`config.mk`:
```
export PLATFORM = sky130hd
export DESIGN_NAME = palette_pixel_window_streamer_unit
export DESIGN_NICKNAME = d
export VERILOG_FILES = /design/src/rtl/core/ppws_pkg.sv /design/src/rtl/core/palette_pixel_window_streamer_unit.sv
export SDC_FILE = /design/constraint.sdc
export NUM_CORES = 2
export LEC_CHECK = 0
export ABC_CLOCK_PERIOD_IN_PS = 11000
export BUFFER_PORTS_ARGS = -buffer_cell sky130_fd_sc_hd__buf_2
export CAP_MARGIN = 20
export CORE_MARGIN = 4
export CORE_UTILIZATION = 43
export DETAILED_ROUTE_END_ITERATION = 7
export RECOVER_POWER = 50
export SETUP_SLACK_MARGIN = 0.2
export SLEW_MARGIN = 20
export SYNTH_ARGS = -nofsm -noshare
export SYNTH_HDL_FRONTEND = slang
export SYNTH_SLANG_ARGS = --single-unit
```
`constraint.sdc`:
```
create_clock -name clk -period 11 [get_ports clk]
set_clock_uncertainty 0.05 [all_clocks]
set_input_delay 2.75 -clock clk [delete_from_list [all_inputs] [get_ports clk]]
set_output_delay 2.75 -clock clk [all_outputs]
set_load 0.02 [all_outputs]
```
`src/rtl/core/ppws_pkg.sv`:
```
`default_nettype none
package ppws_pkg;

  localparam int OpW = 3;

  localparam logic [OpW-1:0] OP_PAL_WRITE  = 3'd0;
  localparam logic [OpW-1:0] OP_WIN_BEGIN  = 3'd1;
  localparam logic [OpW-1:0] OP_PIXEL      = 3'd2;
  localparam logic [OpW-1:0] OP_SCROLL     = 3'd3;
  localparam logic [OpW-1:0] OP_SCROLL_AREA = 3'd4;

  localparam logic [15:0] CMD_COLUMN      = 16'h002A;
  localparam logic [15:0] CMD_PAGE        = 16'h002B;
  localparam logic [15:0] CMD_MEM_WRITE   = 16'h002C;
  localparam logic [15:0] CMD_SCROLL      = 16'h0037;
  localparam logic [15:0] CMD_SCROLL_AREA = 16'h0033;

  typedef logic [1:0] kind_t;

  localparam kind_t KIND_WIN  = 2'd0;
  localparam kind_t KIND_PIX  = 2'd1;
  localparam kind_t KIND_SCR  = 2'd2;
  localparam kind_t KIND_AREA = 2'd3;

  typedef struct packed {
    logic        is_command;
    logic [15:0] word_value;
    logic        two_bytes;
    logic        end_of_transfer;
  } word_t;

endpackage
`default_nettype wire

```
`src/rtl/core/palette_pixel_window_streamer_unit.sv`:
```
`default_nettype none
// Channel  Direction  Handshake         Payload
// in       input      in_valid/in_stall     operation, window, pixel, color, scroll fields
// out      output     out_valid/out_stall   is_command, word_value, two_bytes, end_of_transfer
// cfg      input      cfg_valid/cfg_ready   panel_lines (10 bit)
//
// One request is taken per cycle when each produces at most one word and the output does
// not stall; a request producing more words holds the input until its last word is loaded
// into the single-word output register. Palette reads use a synchronous RAM; results pass
// the s1 and output registers. Synchronous active-low reset clears window state, the
// palette valid bits (entries read zero until written) and sets panel_lines to 320.
// out_stall holds the output register and, once the word expander is full, the input.
module palette_pixel_window_streamer_unit #(
  parameter int PALETTE_ENTRIES = 256
) (
  input  wire logic                   clk,
  input  wire logic                   rst_n,
  input  wire logic                   in_valid,
  output logic                        in_stall,
  input  wire logic [ppws_pkg::OpW-1:0] in_operation,
  input  wire logic [9:0]             in_pos_x,
  input  wire logic [9:0]             in_pos_y,
  input  wire logic [9:0]             in_src_width,
  input  wire logic [9:0]             in_src_height,
  input  wire logic                   in_doubled,
  input  wire logic [7:0]             in_pixel_index,
  input  wire logic [15:0]            in_color,
  input  wire logic [9:0]             in_scroll_offset,
  input  wire logic [9:0]             in_area_top,
  input  wire logic [9:0]             in_area_bottom,
  output logic                        out_valid,
  input  wire logic                   out_stall,
  output logic                        out_is_command,
  output logic [15:0]                 out_word_value,
  output logic                        out_two_bytes,
  output logic                        out_end_of_transfer,
  input  wire logic                   cfg_valid,
  output logic                        cfg_ready,
  input  wire logic [9:0]             cfg_panel_lines
);
  import ppws_pkg::*;

  localparam int AW = (PALETTE_ENTRIES > 1) ? $clog2(PALETTE_ENTRIES) : 1;

  logic [15:0]                pal_mem_r [PALETTE_ENTRIES];
  logic [PALETTE_ENTRIES-1:0] pal_vld_r;
  logic [15:0]                rd_data_r;
  logic                       rd_ok_r;

  logic [9:0]  panel_r;
  logic        open_r, open_nxt;
  logic        scale_r, scale_nxt;
  logic [9:0]  row_len_r, row_len_nxt;
  logic [10:0] rows_exp_r, rows_exp_nxt;
  logic [9:0]  col_r, col_nxt;
  logic [10:0] row_r, row_nxt;

  logic        s1_vld_r;
  kind_t       s1_kind_r, kind_sel;
  logic [2:0]  s1_cnt_r, s1_end_r, end_sel;
  logic [15:0] s1_a_r, s1_b_r, s1_c_r, s1_d_r;
  logic [15:0] a_sel, b_sel, c_sel, d_sel;
  logic        s1_last_r, last_sel;
  logic        emit;

  logic        acc, out_load, s1_fin;
  logic        in_range, pix_ok;
  logic [AW-1:0] pal_addr;
  word_t       word_cur, out_r;
  logic        out_vld_r;
  logic [15:0] color_cur;

  logic [15:0] x16, y16, w16, h16, panel16;
  logic [10:0] wmul, hmul;

  assign cfg_ready = 1'b1;

  always_ff @(posedge clk) begin
    if (!rst_n) begin
      panel_r <= 10'd320;
    end else if (cfg_valid) begin
      panel_r <= cfg_panel_lines;
    end
  end

  assign out_load = s1_vld_r && (!out_vld_r || !out_stall);
  assign s1_fin   = out_load && (s1_cnt_r == s1_end_r);
  assign in_stall = s1_vld_r && !s1_fin;
  assign acc      = in_valid && !in_stall;

  assign pal_addr = in_pixel_index[AW-1:0];
  assign in_range = {1'b0, in_pixel_index} < 9'(PALETTE_ENTRIES);
  assign pix_ok   = acc && (in_operation == OP_PIXEL) && open_r;

  always_ff @(posedge clk) begin
    if (acc && (in_operation == OP_PAL_WRITE) && in_range) begin
      pal_mem_r[pal_addr] <= in_color;
    end
    if (pix_ok) begin
      rd_data_r <= pal_mem_r[pal_addr];
      rd_ok_r   <= in_range && pal_vld_r[pal_addr];
    end
  end

  always_ff @(posedge clk) begin
    if (!rst_n) begin
      pal_vld_r <= '0;
    end else if (acc && (in_operation == OP_PAL_WRITE) && in_range) begin
      pal_vld_r[pal_addr] <= 1'b1;
    end
  end

  assign x16     = {6'd0, in_pos_x};
  assign y16     = {6'd0, in_pos_y};
  assign wmul    = in_doubled ? {in_src_width, 1'b0} : {1'b0, in_src_width};
  assign hmul    = in_doubled ? {in_src_height, 1'b0} : {1'b0, in_src_height};
  assign w16     = {5'd0, wmul};
  assign h16     = {5'd0, hmul};
  assign panel16 = {6'd0, panel_r};

  always_comb begin
    open_nxt     = open_r;
    scale_nxt    = scale_r;
    row_len_nxt  = row_len_r;
    rows_exp_nxt = rows_exp_r;
    col_nxt      = col_r;
    row_nxt      = row_r;
    emit         = 1'b0;
    kind_sel     = KIND_WIN;
    end_sel      = 3'd0;
    a_sel        = '0;
    b_sel        = '0;
    c_sel        = '0;
    d_sel        = '0;
    last_sel     = 1'b0;
    if (acc) begin
      unique case (in_operation)
        OP_WIN_BEGIN: begin
          emit         = 1'b1;
          kind_sel     = KIND_WIN;
          end_sel      = 3'd6;
          a_sel        = x16;
          b_sel        = x16 + w16 - 16'd1;
          c_sel        = y16;
          d_sel        = y16 + h16 - 16'd1;
          scale_nxt    = in_doubled;
          row_len_nxt  = in_src_width;
          rows_exp_nxt = hmul;
          col_nxt      = '0;
          row_nxt      = '0;
          open_nxt     = (in_src_width != '0) && (in_src_height != '0);
        end
        OP_PIXEL: begin
          if (open_r) begin
            emit     = 1'b1;
            kind_sel = KIND_PIX;
            end_sel  = scale_r ? 3'd1 : 3'd0;
            col_nxt  = col_r + 10'd1;
            if (col_nxt == row_len_r) begin
              col_nxt = '0;
              row_nxt = row_r + 11'd1;
              if (row_nxt == rows_exp_r) begin
                last_sel = 1'b1;
                open_nxt = 1'b0;
              end
            end
          end
        end
        OP_SCROLL: begin
          emit     = 1'b1;
          kind_sel = KIND_SCR;
          end_sel  = 3'd1;
          b_sel    = panel16 - {6'd0, in_scroll_offset};
        end
        OP_SCROLL_AREA: begin
          emit     = 1'b1;
          kind_sel = KIND_AREA;
          end_sel  = 3'd3;
          a_sel    = {6'd0, in_area_top};
          b_sel    = panel16 - {6'd0, in_area_top} - {6'd0, in_area_bottom};
          c_sel    = {6'd0, in_area_bottom};
        end
        default: begin
        end
      endcase
    end
  end

  always_ff @(posedge clk) begin
    if (!rst_n) begin
      open_r     <= 1'b0;
      scale_r    <= 1'b0;
      row_len_r  <= '0;
      rows_exp_r <= '0;
      col_r      <= '0;
      row_r      <= '0;
    end else begin
      open_r     <= open_nxt;
      scale_r    <= scale_nxt;
      row_len_r  <= row_len_nxt;
      rows_exp_r <= rows_exp_nxt;
      col_r      <= col_nxt;
      row_r      <= row_nxt;
    end
  end

  always_ff @(posedge clk) begin
    if (!rst_n) begin
      s1_vld_r <= 1'b0;
      s1_cnt_r <= '0;
    end else if (emit) begin
      s1_vld_r <= 1'b1;
      s1_cnt_r <= '0;
    end else if (s1_fin) begin
      s1_vld_r <= 1'b0;
    end else if (out_load) begin
      s1_cnt_r <= s1_cnt_r + 3'd1;
    end
  end

  always_ff @(posedge clk) begin
    if (emit) begin
      s1_kind_r <= kind_sel;
      s1_end_r  <= end_sel;
      s1_a_r    <= a_sel;
      s1_b_r    <= b_sel;
      s1_c_r    <= c_sel;
      s1_d_r    <= d_sel;
      s1_last_r <= last_sel;
    end
  end

  assign color_cur = rd_ok_r ? rd_data_r : '0;

  always_comb begin
    word_cur = '{is_command: 1'b0, word_value: '0, two_bytes: 1'b1, end_of_transfer: 1'b1};
    unique case (s1_kind_r)
      KIND_WIN: begin
        case (s1_cnt_r)
          3'd0:    word_cur.word_value = CMD_COLUMN;
          3'd1:    word_cur.word_value = s1_a_r;
          3'd2:    word_cur.word_value = s1_b_r;
          3'd3:    word_cur.word_value = CMD_PAGE;
          3'd4:    word_cur.word_value = s1_c_r;
          3'd5:    word_cur.word_value = s1_d_r;
          default: word_cur.word_value = CMD_MEM_WRITE;
        endcase
        if (s1_cnt_r == 3'd0 || s1_cnt_r == 3'd3 || s1_cnt_r == 3'd6) begin
          word_cur.is_command = 1'b1;
          word_cur.two_bytes  = 1'b0;
        end
      end
      KIND_PIX: begin
        word_cur.word_value      = color_cur;
        word_cur.end_of_transfer = s1_last_r && (s1_cnt_r == s1_end_r);
      end
      KIND_SCR: begin
        if (s1_cnt_r == 3'd0) begin
          word_cur.is_command = 1'b1;
          word_cur.two_bytes  = 1'b0;
          word_cur.word_value = CMD_SCROLL;
        end else begin
          word_cur.word_value = s1_b_r;
        end
      end
      KIND_AREA: begin
        case (s1_cnt_r)
          3'd0: begin
            word_cur.is_command = 1'b1;
            word_cur.two_bytes  = 1'b0;
            word_cur.word_value = CMD_SCROLL_AREA;
          end
          3'd1:    word_cur.word_value = s1_a_r;
          3'd2:    word_cur.word_value = s1_b_r;
          default: word_cur.word_value = s1_c_r;
        endcase
      end
      default: begin
      end
    endcase
  end

  always_ff @(posedge clk) begin
    if (!rst_n) begin
      out_vld_r <= 1'b0;
    end else if (out_load) begin
      out_vld_r <= 1'b1;
    end else if (!out_stall) begin
      out_vld_r <= 1'b0;
    end
  end

  always_ff @(posedge clk) begin
    if (out_load) begin
      out_r <= word_cur;
    end
  end

  assign out_valid           = out_vld_r;
  assign out_is_command      = out_r.is_command;
  assign out_word_value      = out_r.word_value;
  assign out_two_bytes       = out_r.two_bytes;
  assign out_end_of_transfer = out_r.end_of_transfer;

endmodule
`default_nettype wire

```
Word level (Yosys, flattened, before mapping)
Memory sizes are Yosys's and may differ from the RTL's. A register that Yosys moved wholly into a read port is not among the register bits.
Cells that the tools add are included.
{"block": "totals", "register_bits": 405, "latch_bits": 0, "ramBits": 4096, "rom_bits": 0, "out_inout_bits": 22, "word_cells": 136, "memories": 1}
{"block": "classes", "add_sub_neg": 10, "mul": 0, "div": 0, "magnitude_cmp": 2, "n_eq_ne": 19, "n_shift": 0, "muxes": 45, "bitwise": 3, "n_reduce_logical": 33}
{"memory": "pal_mem_r", "depth": 256, "width": 16, "read_ports": 1, "rd_ports_with_merged_regs": 1, "wr": 1, "line_no": "palette_pixel_window_streamer_unit.sv:45", "source": "logic [15:0] pal_mem_r [PALETTE_ENTRIES];"}
{"op": "OR 256 bit", "count": 1}
{"op": "one-hot mux 16 bit (3 select lines)", "count": 2}
{"op": "one-hot mux 16 bit (6 select lines)", "count": 1}
{"op": "one-hot mux 16 bit (4 select lines)", "count": 1}
{"op": "one-hot mux 10 bit (2 select lines)", "count": 3}
{"op": "2-to-1 mux 11 bit", "count": 4}
{"op": "2-to-1 mux 16 bit", "count": 2}
{"op": "subtractor 12 x 1 -> 13 bit, second input constant", "count": 2}
{"op": "adder 10 x 11 -> 12 bit", "count": 2}
{"op": "one-hot mux 11 bit (2 select lines)", "count": 1}
{"op": "subtractor 10 x 10 -> 11 bit", "count": 2}
{"op": "2-to-1 mux 1 bit", "count": 21}
{"op": "2-to-1 mux 10 bit", "count": 2}
{"op": "nonzero test 10 bit", "count": 2}
{"op": "equality test 3 x 2 -> 1 bit, second input constant", "count": 4}
{"op": "equality test 3 bit, second input constant", "count": 4}
{"op": "one-hot mux 3 bit (4 select lines)", "count": 1}
{"op": "subtractor 11 x 11 -> 12 bit", "count": 1}
{"op": "adder 11 x 1 -> 11 bit, second input constant", "count": 1}
{"op": "equality test 11 bit", "count": 1}
{"op": "adder 10 x 1 -> 10 bit, second input constant", "count": 1}
{"op": "equality test 10 bit", "count": 1}
{"op": "logical AND 1 bit", "count": 10}
{"op": "less-than comparator 8 x 9 -> 1 bit, second input constant", "count": 1}
{"op": "23 further kinds", "count": 41}

Logic depth before layout (Yosys ltp)
{"block": "logic_depth", "ltp_word": 11, "mapped_depth": 16}

Worst setup path after synthesis
OpenSTA, ideal clock, no wires.
{"block": "synth_timing", "kind": "input to register", "start": "input port in_doubled", "end": "register s1_b_r[9], data pin", "arrival_ns": 5.994, "setup_slack_ns": 4.686, "path_stages": 15, "n_path_buf": 3, "path_cell_list": "clkbuf_1 clkbuf_1 buf_1 mux2i_1 ha_1 inv_1 ha_1 fa_1 a21o_1 a21boi_0 o21ba_2 o21ai_0 and3b_1 and4b_1 a21oi_1"}
{"block": "synth_between", "elab_chain_cells": 4}
{"element": "start, declared", "line_no": "palette_pixel_window_streamer_unit.sv:25", "source": "input wire logic in_doubled,"}
{"element": "2-to-1 mux 11 bit", "line_no": "palette_pixel_window_streamer_unit.sv:115", "source": "assign wmul = in_doubled ? {in_src_width, 1'b0} : {1'b0, in_src_width};"}
{"element": "adder 10 x 11 -> 12 bit", "line_no": "palette_pixel_window_streamer_unit.sv:143", "source": "b_sel = x16 + w16 - 16'd1;"}
{"element": "subtractor 12 x 1 -> 13 bit", "line_no": "palette_pixel_window_streamer_unit.sv:143"}
{"element": "one-hot mux 16 bit (3 select lines)", "line_no": "palette_pixel_window_streamer_unit.sv:137", "source": "unique case (in_operation)"}
{"element": "end signal, assigned", "line_no": "palette_pixel_window_streamer_unit.sv:226", "source": "s1_b_r <= b_sel;"}
{"element": "end, declared", "line_no": "palette_pixel_window_streamer_unit.sv:61", "source": "logic [15:0] s1_a_r, s1_b_r, s1_c_r, s1_d_r;"}
No other way between the ends.
A chain may end at the register's enable or synchronous reset.

Worst setup path after layout
{"block": "layout_timing", "start": "input port in_pixel_index[1]", "end": "memory pal_mem_r[249][9], enable pin"}
{"element": "start, declared", "line_no": "palette_pixel_window_streamer_unit.sv:26", "source": "input wire logic [7:0] in_pixel_index,"}
{"element": "end, declared", "line_no": "palette_pixel_window_streamer_unit.sv:45"}
No word-level cell before the write port.

==> reports/metrics.cfg <==
[status]
status=finished with violations
violations=design-rule violations, max-capacitance violations, max-slew violations

[logic_synthesis]
synth_ff_type=edfxtp_1
syn-num-nets=8493
synth_edf_count=4184
avgSynthCellArea_sq_um=21.17
yosys_warnings=0
synth_area_sq_um=175600
synth_cell_types=84
async_flop_share_pct=0
synth_cells=8295
synth_seq_cells=4499
yosysSeqAreaShare_pct=75.14

[sta]
rsz0062_at_grt=no
hold_violations=0
setup_viol=0
setup_tns_ns=0
max_freq_mhz=113.5
period_needed_ns=8.813
maxSlewHeadroom_pct=-311.6
hold_ws_ns=0.4075
period_share_pct=80.12
report.final.slew_viol_count=2306
tightest_slew_ns=6.174

[cells_and_area]
final_common_cell=edfxtp_1
area_growth_pct=13.65
instances_no_fill=14638
final_cell_mix=4184 x edfxtp_1, 1226 x mux4_2, 454 x clkbuf_16, 319 x buf_4, 315 x dfxtp_1
nNetsFinal=9006
nFillCells=32800
drive_above_1_share_pct=28.04

[clock_network]
cts_setup_buffers=0
cts.repair.resized=0
hold_buffers=0
clockBufferDepth=4
clkLatencyLatePin_ns=1.02
htreeDepth=5
root_buffer=clkbuf_16
cts_inserted_buffers=453
clk_pin_slew_ns=0.06
cts_sinks=4499
tritoncts=yes

[routing]
vias=89277
drt_wl_total_mm=503.0
vias_per_cell=6.099
drc_errors=20
drtIter0Drc=12283
dr.pass1.iters=8
final_antenna_net_count=0
avgRoutedWirePerCell_um=34.36

[power_and_ir_drop]
pwr-share-comb_pct=5.5
peakVddDrop_uv=151.3
power_density_nw_per_um2=180.0
p_leak_nw=63.08
p_switching_w=0.007872
clock_power_share_pct=42.2
seqPwrFrac_pct=52.2
swShare_pct=21.91
p_int_w=0.02805

[grt]
grt_usage_pct=23.72
grt_max_degree=153
grt_pass1_wl_mm=701.8
gr-total-overflow=0
grt_pass1_vias=89625
antenna_found_initial=32

[setup_path]
crit_required_ns=11.67
cp-end-kind=register
slowest_delay_ns=2.27
crit_fanout=76
crit_type=primary input to register
slowest_stage=clkbuf_1
crit_chain=buf_8, clkbuf_1, and2b_1, nand2_2, clkbuf_1, nor2_2, buf_8
cp-start-kind=primary input
crit_arrival_ns=9.48

[floorplan]
dieArea_sq_um=418600
initial_core_util_pct=43.21
die_w_um=647.0
die_h_um=647.0
rows=234
core_sq_um=406400
io_pins=135

[place]
port_buffers=133
placed_cells=13777
dp_hpwl_mm=309.0
place.gp.congestion=0.9573

[hold_path]
hold_class=register to register

[job]
maxCapViolCount=34

Yosys cell counts (32+ instances only):
cell type  instances  share of area, %
nor2_1           368              0.79
mux4_2          1226                16
a22o_1            33              0.16
edfxtp_1        4184                72
o21a_1           268               1.1
a221oi_1          32              0.16
mux2i_1          232               1.3
ha_1              80              0.57
inv_1            108              0.23
o21ai_0           75              0.21
buf_2            131              0.37
buf_4             50              0.21
a21oi_1           82              0.23
buf_1             57              0.12
nand3_1           36              0.10
nand2_1          205              0.44
a22oi_1           75              0.32
xnor2_1           40              0.20
clkbuf_1         196              0.42
dfxtp_1          315               3.6
o22ai_1           94              0.33
final timing paths:
kind                      from           endpoint  slack [ns]  cells after the start
min reg2reg     pal_vld_r[210]     pal_vld_r[210]        0.41                      1
min             pal_vld_r[210]     pal_vld_r[210]        0.41                      1
max          in_pixel_index[1]  pal_mem_r[249][9]        2.19                      7
max reg2reg        s1_cnt_r[2]   pal_mem_r[21][2]        5.72                      7
flip-flops by register name, summed over array words and instances (netlist names), 3 cells and up:
| name | count |
|---|---|
| pal_mem_r | 4096 |
| pal_vld_r | 256 |
| out_word_value | 16 |
| rd_data_r | 16 |
| s1_b_r | 13 |
| s1_d_r | 13 |
| row_r | 11 |
| rows_exp_r | 11 |
| col_r | 10 |
| panel_r | 10 |
| row_len_r | 10 |
| s1_a_r | 10 |
| s1_c_r | 10 |
| s1_cnt_r | 3 |
| s1_end_r | 3 |
power by group through the flow:
stage	clock network (W)	logic, W	registers, W
after detailed placement	0	0.00198	0.0191
after global routing	0.0162	0.00208	0.0188
final	0.0152	0.00199	0.0188
after CTS	0.0154	0.00198	0.0187
after floorplan	0	0.00105	0.0191
after global placement	0	0.00194	0.0191
layer usage:
layer / share of wire, % / vias up / wire length (um) / track usage (%)
li1: - / 35721 / - / -
met2: 48 / 4382 / 240300 / 37.94
met4: 4.3 / 12 / 21570 / 8.548
met3: 9.3 / 916 / 46820 / 5.835
met1: 39 / 48246 / 194100 / 31.74
met5: 0.035 / - / 178 / 0.03432
critical path, delay by kind of cell:
family | cells | cell delay (ns)
buffers and inverters | 4 | 5.27
AND/OR/NAND/NOR | 3 | 1.26
through the flow:
stage	setup slack, ns	total power (W)	util (%)	instance area (sq um)
after floorplan	4.686	0.02014	-	175600
after global placement	3.211	0.02104	45.51	184900
after detailed placement	3.413	0.02108	45.54	185100
after CTS	4.506	0.03613	49.14	199700
after global routing	2.225	0.03701	49.10	199500
final	2.187	0.03592	49.11	199600
final cells by class:
class	count	area (sq um)	area share [%]
flip-flops and latches	4499	131900	66.12
repair buffers	507	3751	1.880
multi-input cells	3235	41970	21.03
inverters	112	420.4	0.2107
diodes	19	47.55	0.02382
well taps	5428	6792	3.403
clock buffers	612	12220	6.125
clock inverters	226	2415	1.210
kinds of logic (layout without fill, tap and decap cells):
logic type | count (synthesis) | in the layout | synth area share [%]
xor gates and xnor gates | 68 | 68 | 0.3392
buffers and inverters | 561 | 1457 | 1.464
muxes | 1462 | 1462 | 17.07
AOI/OAI and AO/OA | 811 | 811 | 3.289
DFF | 4499 | 4499 | 75.14
other | 1 | 20 | 0.002136
adders and majority gates | 85 | 85 | 0.6271
and+or+nand+nor | 808 | 808 | 2.061
No activity file was read; power rests on OpenSTA's default activity.
